--- config.mk ---
export PLATFORM = sky130hd
export DESIGN_NAME = source_token_scanner_core_flat
export DESIGN_NICKNAME = d
export VERILOG_FILES = /design/src/hw/rtl/stsc_pkg.sv /design/src/hw/rtl/stsc_in_if.sv /design/src/hw/rtl/stsc_out_if.sv /design/src/hw/rtl/stsc_front.sv /design/src/hw/rtl/stsc_queue.sv /design/src/hw/rtl/stsc_back.sv /design/src/hw/rtl/source_token_scanner_core.sv /design/src/flat_wrapper.sv
export SDC_FILE = /design/constraint.sdc
export NUM_CORES = 1
export LEC_CHECK = 0
export BUFFER_PORTS_ARGS = -buffer_cell sky130_fd_sc_hd__buf_2
export CORE_AREA = 2 2 290 292
export DETAILED_ROUTE_END_ITERATION = 6
export DIE_AREA = 0 0 292 294
export GPL_TIMING_DRIVEN = 0
export SETUP_SLACK_MARGIN = 0.2
export SLEW_MARGIN = 5
export SYNTH_ARGS = -nofsm -noshare
export SYNTH_HDL_FRONTEND = slang
export SYNTH_SLANG_ARGS = --single-unit
--- constraint.sdc ---
create_clock -name clk -period 5.6 [get_ports clk]
set_clock_uncertainty 0.15 [all_clocks]
set_input_delay 0.84 -clock clk [delete_from_list [all_inputs] [get_ports clk]]
set_output_delay 0.84 -clock clk [all_outputs]
set_load 0.01 [all_outputs]
--- src/hw/rtl/stsc_pkg.sv ---
// ----------------------------------------------------------------------------
// Source token scanner package
// Token kinds, scanner modes, record types and the keyword table.
// ----------------------------------------------------------------------------
package stsc_pkg;

    localparam int KIND_W = 6;
    localparam int POS_OUT_W = 24;
    localparam int LEN_W = 24;
    localparam int INT_W = 31;

    localparam logic [LEN_W-1:0] LEN_MAX = '1;
    localparam logic [INT_W-1:0] INT_MAX = '1;

    localparam logic [KIND_W-1:0] K_DOT       = 6'd0;
    localparam logic [KIND_W-1:0] K_COMMA     = 6'd1;
    localparam logic [KIND_W-1:0] K_SEMI      = 6'd2;
    localparam logic [KIND_W-1:0] K_COLON     = 6'd3;
    localparam logic [KIND_W-1:0] K_PLUS      = 6'd4;
    localparam logic [KIND_W-1:0] K_MINUS     = 6'd5;
    localparam logic [KIND_W-1:0] K_STAR      = 6'd6;
    localparam logic [KIND_W-1:0] K_HASH      = 6'd7;
    localparam logic [KIND_W-1:0] K_SLASH     = 6'd8;
    localparam logic [KIND_W-1:0] K_EQ_EQ     = 6'd9;
    localparam logic [KIND_W-1:0] K_ASSIGN    = 6'd10;
    localparam logic [KIND_W-1:0] K_NOT_EQ    = 6'd11;
    localparam logic [KIND_W-1:0] K_NOT       = 6'd12;
    localparam logic [KIND_W-1:0] K_LESS_EQ   = 6'd13;
    localparam logic [KIND_W-1:0] K_LESS      = 6'd14;
    localparam logic [KIND_W-1:0] K_GREATER_EQ = 6'd15;
    localparam logic [KIND_W-1:0] K_GREATER   = 6'd16;
    localparam logic [KIND_W-1:0] K_LPAREN    = 6'd17;
    localparam logic [KIND_W-1:0] K_RPAREN    = 6'd18;
    localparam logic [KIND_W-1:0] K_LBRACE    = 6'd19;
    localparam logic [KIND_W-1:0] K_RBRACE    = 6'd20;
    localparam logic [KIND_W-1:0] K_LBRACKET  = 6'd21;
    localparam logic [KIND_W-1:0] K_RBRACKET  = 6'd22;
    localparam logic [KIND_W-1:0] K_STRING    = 6'd23;
    localparam logic [KIND_W-1:0] K_INTEGER   = 6'd24;
    localparam logic [KIND_W-1:0] K_IDENT     = 6'd25;
    localparam logic [KIND_W-1:0] K_KEYWORD0  = 6'd26;
    localparam logic [KIND_W-1:0] K_EOF       = 6'd34;

    typedef enum logic [2:0] {
        M_IDLE,
        M_OP,
        M_SLASH,
        M_COMMENT,
        M_STRING,
        M_NUMBER,
        M_WORD,
        M_DONE
    } scan_mode_t;

    typedef struct packed {
        logic [KIND_W-1:0]    kind;
        logic [POS_OUT_W-1:0] start_pos;
        logic [LEN_W-1:0]     lexeme_len;
        logic [INT_W-1:0]     int_value;
        logic                 string_error;
        logic                 last;
    } token_t;

    typedef struct packed {
        token_t tok0;
        token_t tok1;
        logic   pair;
    } entry_t;

    typedef struct packed {
        logic full;
        logic empty;
    } q_status_t;

    localparam int QUEUE_DEPTH = 4;
    localparam int QPTR_W = 2;

    localparam int NUM_KW = 8;
    localparam int KW_TEXT_LEN = 10;

    // Keywords are right-justified: the first character sits in the highest used byte.
    localparam logic [8*KW_TEXT_LEN-1:0] KW_TEXT [NUM_KW] = '{
        80'("escreveR"), 80'("var"), 80'("verdadeiro"), 80'("falso"),
        80'("enquanto"), 80'("se"), 80'("senao"), 80'("fim")
    };
    localparam int KW_LEN [NUM_KW] = '{8, 3, 10, 5, 8, 2, 5, 3};

    function automatic logic is_decimal(input logic [7:0] c);
        return (c >= "0") && (c <= "9");
    endfunction

    function automatic logic is_word_char(input logic [7:0] c);
        return ((c >= "a") && (c <= "z")) || ((c >= "A") && (c <= "Z")) ||
               (c == "_") || is_decimal(c);
    endfunction

    function automatic logic is_space(input logic [7:0] c);
        return (c == 8'h20) || (c == 8'h0D) || (c == 8'h0A) || (c == 8'h09);
    endfunction

    function automatic logic is_newline(input logic [7:0] c);
        return (c == 8'h0D) || (c == 8'h0A);
    endfunction

    // Returns {hit, kind} for the single-character punctuation set.
    function automatic logic [KIND_W:0] punct_lookup(input logic [7:0] c);
        logic [KIND_W:0] r;
        case (c)
            ".":     r = {1'b1, K_DOT};
            ",":     r = {1'b1, K_COMMA};
            ";":     r = {1'b1, K_SEMI};
            ":":     r = {1'b1, K_COLON};
            "+":     r = {1'b1, K_PLUS};
            "-":     r = {1'b1, K_MINUS};
            "*":     r = {1'b1, K_STAR};
            "#":     r = {1'b1, K_HASH};
            "(":     r = {1'b1, K_LPAREN};
            ")":     r = {1'b1, K_RPAREN};
            "{":     r = {1'b1, K_LBRACE};
            "}":     r = {1'b1, K_RBRACE};
            "[":     r = {1'b1, K_LBRACKET};
            "]":     r = {1'b1, K_RBRACKET};
            default: r = {1'b0, K_DOT};
        endcase
        return r;
    endfunction

    function automatic logic [KIND_W-1:0] pair_kind(input logic [KIND_W-1:0] k);
        logic [KIND_W-1:0] r;
        case (k)
            K_ASSIGN:  r = K_EQ_EQ;
            K_NOT:     r = K_NOT_EQ;
            K_LESS:    r = K_LESS_EQ;
            default:   r = K_GREATER_EQ;
        endcase
        return r;
    endfunction

endpackage

--- src/hw/rtl/stsc_in_if.sv ---
// ----------------------------------------------------------------------------
// Scanner input channel
// Carries one source byte or the end marker per beat.
// ----------------------------------------------------------------------------
interface stsc_in_if;
    logic       valid;
    logic       ready;
    logic [7:0] ch;
    logic       end_of_source;

    modport source (output valid, output ch, output end_of_source, input ready);
    modport sink (input valid, input ch, input end_of_source, output ready);
endinterface

--- src/hw/rtl/stsc_out_if.sv ---
// ----------------------------------------------------------------------------
// Scanner token channel
// Carries one token record per beat.
// ----------------------------------------------------------------------------
interface stsc_out_if;
    logic                           valid;
    logic                           ready;
    logic [stsc_pkg::KIND_W-1:0]    kind;
    logic [stsc_pkg::POS_OUT_W-1:0] start_pos;
    logic [stsc_pkg::LEN_W-1:0]     lexeme_len;
    logic [stsc_pkg::INT_W-1:0]     int_value;
    logic                           string_error;
    logic                           last;

    modport source (output valid, output kind, output start_pos, output lexeme_len,
                     output int_value, output string_error, output last, input ready);
    modport sink (input valid, input kind, input start_pos, input lexeme_len,
                  input int_value, input string_error, input last, output ready);
endinterface

--- src/hw/rtl/stsc_front.sv ---
// ----------------------------------------------------------------------------
// Scanner front end
// Classifies each accepted byte, tracks the token in progress and builds
// the one or two token records that the byte completes.
// ----------------------------------------------------------------------------
module stsc_front #(
    parameter int POS_BITS = 24,
    parameter int KEYWORD_MAX_LEN = 10
) (
    input  logic                clk,
    input  logic                rst_n,
    stsc_in_if.sink             in,
    output logic                push_valid,
    output stsc_pkg::entry_t    push_entry,
    input  stsc_pkg::q_status_t q_status
);
    import stsc_pkg::*;

    localparam int IDX_W = $clog2(KEYWORD_MAX_LEN);
    localparam int EXT_W = (POS_BITS > POS_OUT_W) ? POS_BITS : POS_OUT_W;
    localparam int ACC_W = INT_W + 4;

    scan_mode_t          mode_reg, mode_next;
    logic [KIND_W-1:0]   pend_kind_reg, pend_kind_next;
    logic [POS_BITS-1:0] tstart_reg, tstart_next;
    logic [POS_BITS-1:0] pos_reg, pos_next;
    logic [LEN_W-1:0]    len_reg, len_next;
    logic [INT_W-1:0]    acc_reg, acc_next;
    logic [7:0]          word_chars [KEYWORD_MAX_LEN];

    logic             accept;
    logic [7:0]       c;
    logic             at_end;
    logic             cont;
    logic [POS_BITS-1:0] pos_inc;
    logic [LEN_W-1:0] len_inc;
    logic [ACC_W-1:0] acc_prod;
    logic [INT_W-1:0] acc_sat;
    logic [KIND_W:0]  punct;
    logic [KIND_W-1:0] word_kind;
    logic             wr_en;
    logic [IDX_W-1:0] wr_idx;
    logic             flush_valid, new_valid;
    token_t           flush_tok, new_tok;

    function automatic logic [POS_OUT_W-1:0] sat_pos(input logic [POS_BITS-1:0] p);
        logic [EXT_W-1:0] e;
        e = EXT_W'(p);
        return (e > EXT_W'(LEN_MAX)) ? LEN_MAX : e[POS_OUT_W-1:0];
    endfunction

    assign in.ready = !q_status.full;
    assign accept = in.valid && in.ready;
    assign c = in.ch;
    assign at_end = in.end_of_source || (in.ch == 8'h00);

    assign pos_inc = (pos_reg != '1) ? pos_reg + POS_BITS'(1) : pos_reg;
    assign len_inc = (len_reg != LEN_MAX) ? len_reg + LEN_W'(1) : len_reg;
    assign acc_prod = (ACC_W'(acc_reg) << 3) + (ACC_W'(acc_reg) << 1) + ACC_W'(c[3:0]);
    assign acc_sat = (acc_prod > ACC_W'(INT_MAX)) ? INT_MAX : acc_prod[INT_W-1:0];
    assign punct = punct_lookup(c);

    always_comb
    begin
        logic hit;
        word_kind = K_IDENT;
        for (int i = NUM_KW - 1; i >= 0; i--)
        begin
            hit = (len_reg == LEN_W'(KW_LEN[i]));
            for (int j = 0; j < KW_TEXT_LEN; j++)
            begin
                if (j < KW_LEN[i])
                begin
                    if (word_chars[j] != KW_TEXT[i][8*(KW_LEN[i]-1-j) +: 8])
                    begin
                        hit = 1'b0;
                    end
                end
            end
            if (hit)
            begin
                word_kind = K_KEYWORD0 + KIND_W'(i);
            end
        end
    end

    always_comb
    begin
        case (mode_reg)
            M_DONE:    cont = 1'b1;
            M_OP:      cont = !at_end && (c == "=");
            M_SLASH:   cont = !at_end && (c == "/");
            M_COMMENT: cont = !at_end && !is_newline(c);
            M_STRING:  cont = !at_end;
            M_NUMBER:  cont = !at_end && is_decimal(c);
            M_WORD:    cont = !at_end && is_word_char(c);
            default:   cont = 1'b0;
        endcase
    end

    always_comb
    begin
        mode_next = mode_reg;
        if (mode_reg == M_DONE)
        begin
            mode_next = M_DONE;
        end
        else if (cont)
        begin
            case (mode_reg)
                M_OP:     mode_next = M_IDLE;
                M_SLASH:  mode_next = M_COMMENT;
                M_STRING: mode_next = (c == "\"") ? M_IDLE : M_STRING;
                default:  mode_next = mode_reg;
            endcase
        end
        else if (at_end)
        begin
            mode_next = M_DONE;
        end
        else if (punct[KIND_W] || is_space(c))
        begin
            mode_next = M_IDLE;
        end
        else if ((c == "=") || (c == "!") || (c == "<") || (c == ">"))
        begin
            mode_next = M_OP;
        end
        else if (c == "/")
        begin
            mode_next = M_SLASH;
        end
        else if (c == "\"")
        begin
            mode_next = M_STRING;
        end
        else if (is_decimal(c))
        begin
            mode_next = M_NUMBER;
        end
        else
        begin
            mode_next = M_WORD;
        end
    end

    always_comb
    begin
        pend_kind_next = pend_kind_reg;
        tstart_next = tstart_reg;
        pos_next = pos_reg;
        len_next = len_reg;
        acc_next = acc_reg;
        wr_en = 1'b0;
        wr_idx = len_reg[IDX_W-1:0];
        flush_valid = 1'b0;
        new_valid = 1'b0;
        flush_tok = '0;
        flush_tok.start_pos = sat_pos(tstart_reg);
        flush_tok.lexeme_len = len_reg;
        new_tok = '0;
        new_tok.start_pos = sat_pos(pos_reg);
        if (mode_reg != M_DONE)
        begin
            if (cont)
            begin
                pos_next = pos_inc;
                case (mode_reg)
                    M_OP:
                    begin
                        flush_valid = 1'b1;
                        flush_tok.kind = pair_kind(pend_kind_reg);
                        flush_tok.lexeme_len = LEN_W'(2);
                    end
                    M_STRING:
                    begin
                        len_next = len_inc;
                        flush_valid = (c == "\"");
                        flush_tok.kind = K_STRING;
                        flush_tok.lexeme_len = len_inc;
                    end
                    M_NUMBER:
                    begin
                        acc_next = acc_sat;
                        len_next = len_inc;
                    end
                    M_WORD:
                    begin
                        wr_en = (len_reg < LEN_W'(KEYWORD_MAX_LEN));
                        len_next = len_inc;
                    end
                    default:
                    begin
                        pos_next = pos_inc;
                    end
                endcase
            end
            else
            begin
                case (mode_reg)
                    M_OP:
                    begin
                        flush_valid = 1'b1;
                        flush_tok.kind = pend_kind_reg;
                        flush_tok.lexeme_len = LEN_W'(1);
                    end
                    M_SLASH:
                    begin
                        flush_valid = 1'b1;
                        flush_tok.kind = K_SLASH;
                        flush_tok.lexeme_len = LEN_W'(1);
                    end
                    M_STRING:
                    begin
                        flush_valid = 1'b1;
                        flush_tok.kind = K_STRING;
                        flush_tok.string_error = 1'b1;
                    end
                    M_NUMBER:
                    begin
                        flush_valid = 1'b1;
                        flush_tok.kind = K_INTEGER;
                        flush_tok.int_value = acc_reg;
                    end
                    M_WORD:
                    begin
                        flush_valid = 1'b1;
                        flush_tok.kind = word_kind;
                    end
                    default:
                    begin
                        flush_valid = 1'b0;
                    end
                endcase
                tstart_next = pos_reg;
                if (at_end)
                begin
                    new_valid = 1'b1;
                    new_tok.kind = K_EOF;
                    new_tok.last = 1'b1;
                end
                else
                begin
                    pos_next = pos_inc;
                    len_next = LEN_W'(1);
                    new_tok.kind = punct[KIND_W-1:0];
                    new_tok.lexeme_len = LEN_W'(1);
                    new_valid = punct[KIND_W];
                    case (c)
                        "=":     pend_kind_next = K_ASSIGN;
                        "!":     pend_kind_next = K_NOT;
                        "<":     pend_kind_next = K_LESS;
                        ">":     pend_kind_next = K_GREATER;
                        default: pend_kind_next = pend_kind_reg;
                    endcase
                    acc_next = INT_W'(c[3:0]);
                    wr_en = !punct[KIND_W] && !is_space(c) && !is_decimal(c) &&
                            (c != "=") && (c != "!") && (c != "<") && (c != ">") &&
                            (c != "/") && (c != "\"");
                    wr_idx = '0;
                end
            end
        end
    end

    always_comb
    begin
        push_entry.pair = flush_valid && new_valid;
        push_entry.tok0 = flush_valid ? flush_tok : new_tok;
        push_entry.tok1 = new_tok;
        push_valid = accept && (flush_valid || new_valid);
    end

    always_ff @(posedge clk or negedge rst_n)
    begin
        if (!rst_n)
        begin
            mode_reg <= M_IDLE;
            pend_kind_reg <= '0;
            tstart_reg <= '0;
            pos_reg <= '0;
            len_reg <= '0;
            acc_reg <= '0;
        end
        else if (accept)
        begin
            mode_reg <= mode_next;
            pend_kind_reg <= pend_kind_next;
            tstart_reg <= tstart_next;
            pos_reg <= pos_next;
            len_reg <= len_next;
            acc_reg <= acc_next;
        end
    end

    always_ff @(posedge clk)
    begin
        if (accept && wr_en)
        begin
            word_chars[wr_idx] <= c;
        end
    end

endmodule

--- src/hw/rtl/stsc_queue.sv ---
// ----------------------------------------------------------------------------
// Scanner record queue
// Short first-in first-out store of token records between the two ends.
// ----------------------------------------------------------------------------
module stsc_queue (
    input  logic                 clk,
    input  logic                 rst_n,
    input  logic                 push,
    input  stsc_pkg::entry_t     push_entry,
    input  logic                 pop,
    output stsc_pkg::entry_t     head_entry,
    output stsc_pkg::q_status_t  q_status
);
    import stsc_pkg::*;

    entry_t            slots [QUEUE_DEPTH];
    logic [QPTR_W-1:0] wr_ptr_reg, wr_ptr_next;
    logic [QPTR_W-1:0] rd_ptr_reg, rd_ptr_next;
    logic [QPTR_W:0]   count_reg, count_next;

    assign q_status.full = (count_reg == (QPTR_W+1)'(QUEUE_DEPTH));
    assign q_status.empty = (count_reg == '0);
    assign head_entry = slots[rd_ptr_reg];

    always_comb
    begin
        wr_ptr_next = push ? wr_ptr_reg + QPTR_W'(1) : wr_ptr_reg;
        rd_ptr_next = pop ? rd_ptr_reg + QPTR_W'(1) : rd_ptr_reg;
        count_next = count_reg + (QPTR_W+1)'(push) - (QPTR_W+1)'(pop);
    end

    always_ff @(posedge clk or negedge rst_n)
    begin
        if (!rst_n)
        begin
            wr_ptr_reg <= '0;
            rd_ptr_reg <= '0;
            count_reg <= '0;
        end
        else
        begin
            wr_ptr_reg <= wr_ptr_next;
            rd_ptr_reg <= rd_ptr_next;
            count_reg <= count_next;
        end
    end

    always_ff @(posedge clk)
    begin
        if (push)
        begin
            slots[wr_ptr_reg] <= push_entry;
        end
    end

endmodule

--- src/hw/rtl/stsc_back.sv ---
// ----------------------------------------------------------------------------
// Scanner back end
// Takes queued records and hands them out one token per beat.
// ----------------------------------------------------------------------------
module stsc_back (
    input  logic                clk,
    input  logic                rst_n,
    input  stsc_pkg::entry_t    head_entry,
    input  stsc_pkg::q_status_t q_status,
    output logic                pop,
    stsc_out_if.source          out
);
    import stsc_pkg::*;

    logic   sel_reg, sel_next;
    logic   out_accept;
    token_t tok;

    assign tok = sel_reg ? head_entry.tok1 : head_entry.tok0;
    assign out.valid = !q_status.empty;
    assign out.kind = tok.kind;
    assign out.start_pos = tok.start_pos;
    assign out.lexeme_len = tok.lexeme_len;
    assign out.int_value = tok.int_value;
    assign out.string_error = tok.string_error;
    assign out.last = tok.last;

    assign out_accept = out.valid && out.ready;
    assign pop = out_accept && (sel_reg || !head_entry.pair);

    always_comb
    begin
        sel_next = sel_reg;
        if (out_accept)
        begin
            sel_next = !pop;
        end
    end

    always_ff @(posedge clk or negedge rst_n)
    begin
        if (!rst_n)
        begin
            sel_reg <= 1'b0;
        end
        else
        begin
            sel_reg <= sel_next;
        end
    end

endmodule

--- src/hw/rtl/source_token_scanner_core.sv ---
// ----------------------------------------------------------------------------
// Source token scanner
// Streaming lexer: source bytes in, token records out.
//
// The in channel takes one source byte per beat, or an end marker; a zero
// byte also ends the source. The out channel gives one token record per
// beat: kind, start position, length, integer value, string error flag and
// a last flag on the closing EOF token.
// A byte is taken every cycle while the record queue has room. The front
// end resolves each byte in the cycle it is taken and writes the one or two
// records it completes into a four-entry queue, whose registered head
// is offered on out. A byte that completes two records
// occupies the out channel for two beats, so sustained throughput is one
// byte per cycle until the out side falls behind. When the receiver stalls
// the queue fills and in.ready drops; no record is lost. Tokens that need a
// look-ahead byte are completed by the following byte or by the end.
// Reset clears the scanner state and empties the queue. After EOF, further
// bytes are taken and ignored until the next reset.
// ----------------------------------------------------------------------------
module source_token_scanner_core #(
    parameter int POS_BITS = 24,
    parameter int KEYWORD_MAX_LEN = 10
) (
    input  logic       clk,
    input  logic       rst_n,
    stsc_in_if.sink    in,
    stsc_out_if.source out
);
    import stsc_pkg::*;

    logic      push_valid;
    entry_t    push_entry;
    entry_t    head_entry;
    q_status_t q_status;
    logic      pop;

    stsc_front #(
        .POS_BITS        (POS_BITS),
        .KEYWORD_MAX_LEN (KEYWORD_MAX_LEN)
    ) u_front (
        .clk        (clk),
        .rst_n      (rst_n),
        .in         (in),
        .push_valid (push_valid),
        .push_entry (push_entry),
        .q_status   (q_status)
    );

    stsc_queue u_queue (
        .clk        (clk),
        .rst_n      (rst_n),
        .push       (push_valid),
        .push_entry (push_entry),
        .pop        (pop),
        .head_entry (head_entry),
        .q_status   (q_status)
    );

    stsc_back u_back (
        .clk        (clk),
        .rst_n      (rst_n),
        .head_entry (head_entry),
        .q_status   (q_status),
        .pop        (pop),
        .out        (out)
    );

    a_no_push_when_full: assert property (@(posedge clk) disable iff (!rst_n)
        push_valid |-> !q_status.full)
        else $error("record written into a full queue");

    a_eof_is_final: assert property (@(posedge clk) disable iff (!rst_n)
        (out.valid && out.ready && out.last) |=> !out.valid)
        else $error("token delivered after EOF");

    a_eof_shape: assert property (@(posedge clk) disable iff (!rst_n)
        (out.valid && out.last) |-> (out.kind == K_EOF && out.lexeme_len == '0))
        else $error("last beat is not an empty EOF token");

    a_error_on_string: assert property (@(posedge clk) disable iff (!rst_n)
        (out.valid && out.string_error) |-> (out.kind == K_STRING))
        else $error("string error flag on a non-string token");

endmodule

--- src/flat_wrapper.sv ---
// flat-port wrapper written by rule: the top's interface ports become plain ports
module source_token_scanner_core_flat import stsc_pkg::*;
#(
    parameter int POS_BITS = 24,
    parameter int KEYWORD_MAX_LEN = 10
)
  (clk, rst_n, in_valid, in_ch, in_end_of_source, in_ready, out_valid, out_kind, out_start_pos, out_lexeme_len, out_int_value, out_string_error, out_last, out_ready);
  stsc_in_if in_i ();
  stsc_out_if out_i ();
  input  logic clk;
  input  logic rst_n;
  input wire logic [$bits(in_i.valid)-1:0] in_valid;
  input wire logic [$bits(in_i.ch)-1:0] in_ch;
  input wire logic [$bits(in_i.end_of_source)-1:0] in_end_of_source;
  output wire logic [$bits(in_i.ready)-1:0] in_ready;
  output wire logic [$bits(out_i.valid)-1:0] out_valid;
  output wire logic [$bits(out_i.kind)-1:0] out_kind;
  output wire logic [$bits(out_i.start_pos)-1:0] out_start_pos;
  output wire logic [$bits(out_i.lexeme_len)-1:0] out_lexeme_len;
  output wire logic [$bits(out_i.int_value)-1:0] out_int_value;
  output wire logic [$bits(out_i.string_error)-1:0] out_string_error;
  output wire logic [$bits(out_i.last)-1:0] out_last;
  input wire logic [$bits(out_i.ready)-1:0] out_ready;
  assign in_i.valid = in_valid;
  assign in_i.ch = in_ch;
  assign in_i.end_of_source = in_end_of_source;
  assign in_ready = in_i.ready;
  assign out_valid = out_i.valid;
  assign out_kind = out_i.kind;
  assign out_start_pos = out_i.start_pos;
  assign out_lexeme_len = out_i.lexeme_len;
  assign out_int_value = out_i.int_value;
  assign out_string_error = out_i.string_error;
  assign out_last = out_i.last;
  assign out_i.ready = out_ready;
  source_token_scanner_core #(.POS_BITS(POS_BITS), .KEYWORD_MAX_LEN(KEYWORD_MAX_LEN)) u_core (.clk(clk), .rst_n(rst_n), .in(in_i), .out(out_i));
endmodule
# Word-level counts from Yosys, hierarchy flattened
# Memory sizes are Yosys's and may differ from the RTL's.
# Index checks and enable logic that the tools add are counted.
# word_totals
reg_bits	120
latch_bits	0
ramBits	560
rom_bits	0
input_bits	13
output_inout_bits	89
elab_cells	294
n_memories	2
# memory_table
name	words	width	read_ports	rd_ports_with_merged_regs	write_ports	line_no	text
u_core.u_queue.slots	4	120	1	0	1	stsc_queue.sv:16	entry_t slots [QUEUE_DEPTH];
u_core.u_front.word_chars	10	8	10	0	1	stsc_front.sv:29	logic [7:0] word_chars [KEYWORD_MAX_LEN];
# op_classes
n_addsub	8
mul	0
div_mod_pow	0
magnitude_cmp	10
eq_ne	87
n_shift	0
mux	118
bitwise	2
reduce_logical	57
# op_table
operator	count
$mux 24	11
$ne 8x7->1 const B	33
$mux 87	2
$mux 31	5
$eq 8x6->1 const B	17
$pmux 7 s14	1
$mux 6	13
$mux 1	64
$mux 56	1
$add 24x1->24 const B	2
$eq 24x2->1 const B	2
$eq 24x4->1 const B	2
$gt 24x24->1 const B	2
$ne 24x24->1 const B	2
$ne 8x6->1 const B	6
$pmux 24 s2	1
$eq 8x7->1 const B	5
$add 34x32->35	1
$add 35x4->35	1
$gt 35x31->1 const B	1
$mux 32	1
$pmux 6 s5	1
$eq 24x3->1 const B	1
$eq 8x4->1 const B	3
38 further kinds	104

# Longest topological paths before layout
# logic_depth
depth_word	19
ltp_mapped	19
depth_no_buf	17

# Cells and area by module
# A second synthesis with hierarchy kept.
# hier_totals
cells_unflattened	2510
area_unflattened_um2	40040.9
# modules_own_cells
mod	n_inst	cells_each	area_per_inst_um2	seq_area_each_um2
stsc_queue	1	949	25643.3	21195.3
stsc_front	1	1458	13256.5	5154.9
stsc_back	1	103	1141.1	25.0

# Least setup slack after synthesis
# OpenSTA, ideal clock, no wires.
# synth_path
path_type	input-to-reg
startpoint	input in_ch[4]
endpoint	memory u_core.u_queue.slots[0][0] (netlist bit), enable pin
setup_time_ns	0.491
arrival_time_ns	5.623
required_time_ns	4.959
path_slack_ns	-0.664
cell_stages	10
path_buffers	2
path_cell_list	buf_2 > or4_1 > a21oi_1 > o221ai_2 > o31ai_4 > nor2_4 > a221o_1 > buf_4 > a21oi_4 > and2_1
# synth_between
elab_chain_len	13
word_cells_on_any_way	54
cone_classes	order compare (6); eq/ne (20); mux (10); reduce/logical (18)
# synth_rtl
element	line_no	text
start: declaration	flat_wrapper.sv:13	input wire logic [$bits(in_i.ch)-1:0] in_ch;
$ge 8x7->1 or $le 8x7->1 (tied branches)	stsc_pkg.sv:93	return ((c >= "a") && (c <= "z")) || ((c >= "A") && (c <= "Z")) ||
$logic_and 1x1->1	stsc_pkg.sv:93	
$logic_or 1x1->1 (2 in a row)	stsc_pkg.sv:93	
$logic_or 1x1->1	stsc_pkg.sv:94	(c == "_") || is_decimal(c);
$logic_and 1x1->1	stsc_front.sv:96	M_WORD: cont = !at_end && is_word_char(c);
$pmux 1 s7	stsc_front.sv:89	case (mode_reg)
$mux 1	stsc_front.sv:165	if (cont)
$mux 1	stsc_front.sv:163	if (mode_reg != M_DONE)
$logic_or 1x1->1 *	stsc_front.sv:271	push_valid = accept && (flush_valid || new_valid);
$logic_and 1x1->1 *	stsc_front.sv:271	
$mux 1 *	stsc_queue.sv:50	if (push)
$mux 1 (implied by the code) *	stsc_queue.sv:52	slots[wr_ptr_reg] <= push_entry;
end: declaration	stsc_queue.sv:16	
# Mark *: on every way between the ends. The rest lies on a longest branch, timed or not.

# Worst setup path after layout
# layout_path
startpoint	register u_core.u_front.mode_reg[1]
endpoint	register u_core.u_queue.count_reg[2]
# layout_between
elab_chain_len	9
word_cells_on_any_way	20
cone_classes	add/sub (2); eq/ne (8); mux (7); reduce/logical (3)
# layout_rtl
element	line_no	text
start: declaration	stsc_front.sv:23	scan_mode_t mode_reg, mode_next;
start signal: assignment	stsc_front.sv:287	mode_reg <= mode_next;
$eq 3x3->1, or another cell as far along	stsc_front.sv:89, stsc_front.sv:200	
$reduce_or 5->1 (no source line)	n/a	
$mux 1	stsc_front.sv:200	case (mode_reg)
$mux 1	stsc_front.sv:165	
$mux 1	stsc_front.sv:163	
$logic_or 1x1->1 *	stsc_front.sv:271	
$logic_and 1x1->1 *	stsc_front.sv:271	
$add 3x1->3 *	stsc_queue.sv:29	count_next = count_reg + (QPTR_W+1)'(push) - (QPTR_W+1)'(pop);
$sub 3x1->3 *	stsc_queue.sv:29	
net u_core.u_queue.count_next[2]	stsc_queue.sv:19	logic [QPTR_W:0] count_reg, count_next;
end signal: assignment	stsc_queue.sv:44	count_reg <= count_next;
end: declaration	stsc_queue.sv:19	
# Mark *: on every way through the listed nets, which the timed path passes. The rest lies on a longest branch.
# A chain may end at the register's enable or synchronous reset.

==> metrics <==
die area 85,800 sq um; global routing usage on met3 0.0264; area growth from synthesis to final layout 15.0%; Hold Buf Count CTS 0; Pleak 12.8 nW; ratio of final minimum period to clock period 0.886; Seq/Total Area, Yosys 0.628; Yosys reg bits 670; slowest CP cell o31ai_4; total negative slack 0 ps; Slew @ Worst Pin 1170 ps; Core Box Area 82,900 sq um; max-slew violation count 0; Via Count 19,800; Via density 5.61; reg2reg start u_core.u_front.mode_reg[1]; slew margin rel. 0.216; Hold Vio Cnt, Final 0; GR Util met2 0.315; ranking of synthesized cells by area edfxtp_1 (53%), dfrtp_1 (9.5%), mux4_2 (8.5%); initial antenna violation count 3; synthesized area per cell 14.2 sq um; met1 usage 0.259; # DRC 0; pin count of the biggest net entering global routing 63; number of flops mapped to enable cells by yosys 552; vias in the first global route 20,100; top-count cell post-synth edfxtp_1; DRT antenna net count 0; Clock Power Share 0.305; clock latency on the worst-skew pair 640 ps; Most Crowded Layer GR met2; Crit. Startpoint u_core.u_front.mode_reg[1]; CTS buffer count 76; Net Sw Power 0.00558 W; Clock Tree Root clkbuf_16; Seq pwr share 0.367; worst min path class input pin to async pin; DRT Wirelength 81,300 um; Initial Util 0.375; # H-tree levels 3; Die W 292 um; CP Launch Type flip-flop; final core utilization 0.432; internal power 0.0109 W; placed standard-cell area 33,300 sq um; ys flop type edfxtp_1; Port Buffer Count 101; ys async rst share 0.176; Yosys cell types 92; Final #Nets 2,469; Achievable Freq 202 MHz; CTS sink cnt 670; Ports 102; crit path kind flip-flop to flip-flop; Peak VDD IR 0.000295 V; setup bufs post-CTS 0; top cells by count, synth edfxtp_1 (552), nand2_1 (190), dfrtp_1 (118), mux4_2 (118), clkbuf_1 (107); design area 35,800 sq um; outcome finished clean; area leader, netlist edfxtp_1; CP required 6010 ps; dpl hpwl 54,900 um; Finished Layout Cells 3,519; arrival time worst endpoint 5370 ps; max-cap viol count 0; most used cell, CP inv_1; Yosys top cell area share 0.533; die height 294 um; CTS tree yes; Post-Syn Area 31,100 sq um; Final Wtd Congestion 0.934; global route overflow 0; Largest register FFs 472; top fanout value on the critical path 10; post-CTS sizing 0; switching share of power 0.339; DP Cell Count 3,379; DR iter-0 viols 1,643; Synth Instances 2,189; PD cells 461 nW/um^2; wire per inst 23.1 um; # rows 106; Syn Nets 2,281; Critical Path Max Stage Delay 530 ps; Logic pwr share 0.328; layout cells sized above 1 0.174; Crit. End Element flip-flop; drt pass-1 iters 5; Total GRT Usage 0.189; yosys warns 0; CTS Buffer Depth 3; critical path cell sequence inv_1 -> ha_1 -> clkbuf_1 -> nand2_1 -> nand4_1 -> a21oi_1 -> o31ai_4 -> nor2_4 -> a221o_1 -> buf_4 -> a21oi_4 -> inv_1 -> ha_1 -> inv_1 -> ha_1 -> inv_1 -> fa_1 -> xnor2_1 -> xnor2_1; global-route wire length before repair 124,000 um; CTS clk-pin slew, worst paths 60 ps; min Tclk post-route 4960 ps; RSZ-0062 raised after global routing false; Setup-failing EPs final 0
==> final cells by class <==
type | instances | area [sq um]
diodes | 2 | 5.00
plain buffers | 155 | 644
clock buffers | 93 | 1990
clock inverters | 45 | 551
fillers | 7496 | 47100
inverters | 29 | 109
multi-input cells | 1335 | 10900
flip-flops and latches | 670 | 19500
well taps | 1080 | 1350
repair buffers | 110 | 759
==> cell families after synthesis <==
kind of cell | after synthesis | synth area share
fa+ha+maj | 79 | 0.0325
flops | 670 | 0.628
xor+xnor | 53 | 0.0149
mux | 178 | 0.107
simple gates | 668 | 0.115
buf+inv | 184 | 0.0242
compound gates | 357 | 0.0789
==> critical path: cells and delay by family, from the launching register on <==
| family | cells | cell delay (ps) |
|---|---|---|
| buffers and inverters | 6 | 970 |
| AO/OA/AOI/OAI | 4 | 1290 |
| XOR/XNOR | 2 | 370 |
| adder cells (fa/ha/maj) | 4 | 1000 |
| AND/OR/NAND/NOR | 3 | 660 |
| flip-flops | 1 | 430 |
==> power by group through the flow <==
stage / registers [W] / clock network [W] / logic, W
finish: 0.00606 / 0.00502 / 0.00541
global route: 0.00609 / 0.00533 / 0.00592
CTS: 0.00605 / 0.00512 / 0.00552
detailed placement: 0.00615 / 0 / 0.00548
global placement: 0.00616 / 0 / 0.00537
floorplan: 0.00607 / 0 / 0.00352
==> worst paths after layout <==
| path | depth (start not counted) | end | slack, ps |
|---|---|---|---|
| min in group clk | 1 | u_core.u_front.tstart_reg[11] | 350 |
| max in group asynchronous | 2 | u_core.u_front.tstart_reg[0] | 4460 |
| hold reg to reg | 1 | u_core.u_front.tstart_reg[11] | 350 |
| hold / removal | 1 | u_core.u_front.acc_reg[13] | 60 |
| setup / recovery | 19 | u_core.u_queue.count_reg[2] | 640 |
| setup reg to reg | 19 | u_core.u_queue.count_reg[2] | 640 |
==> metrics by stage <==
| step | hold slack (ps) | setup WS [ps] | power (W) |
|---|---|---|---|
| final | 55.8 | 640 | 0.0165 |
| after global placement | 331 | -1340 | 0.0115 |
| after CTS | 57.5 | 680 | 0.0167 |
| after detailed placement | 338 | 288 | 0.0116 |
| after global routing | 88.6 | 373 | 0.0173 |
| after floorplan | 316 | 650 | 0.00959 |
==> cells in the final DEF (no fill, tap or decap), drive strengths merged, types with 11 or more instances in the layout <==
cell / Yosys / final
a31oi: 16 / 16
edfxtp: 552 / 552
clkbuf: 108 / 201
nand2b: 16 / 16
nand3: 49 / 49
a21o: 12 / 12
nor2: 94 / 94
o31ai: 28 / 28
xnor2: 35 / 35
mux4: 118 / 118
or3: 14 / 14
o211ai: 20 / 20
a21oi: 85 / 85
dfrtp: 118 / 118
clkinv: 0 / 25
a221o: 12 / 12
nor4: 28 / 28
mux2: 55 / 55
nor3: 28 / 28
o21ai: 78 / 78
and4: 16 / 16
nor2b: 11 / 11
and2: 103 / 103
and3: 22 / 22
xor2: 18 / 18
buf: 47 / 157
a22o: 21 / 21
nand2: 190 / 190
nand4: 45 / 45
ha: 76 / 76
inv: 29 / 37
==> routing by layer <==
metal,up-vias,wire (um)
met4,2,1740
met2,587,39600
met5,-,13
li1,8921,-
met1,10100,35900
met3,120,4050
No activity file was read; power rests on OpenSTA's default activity.
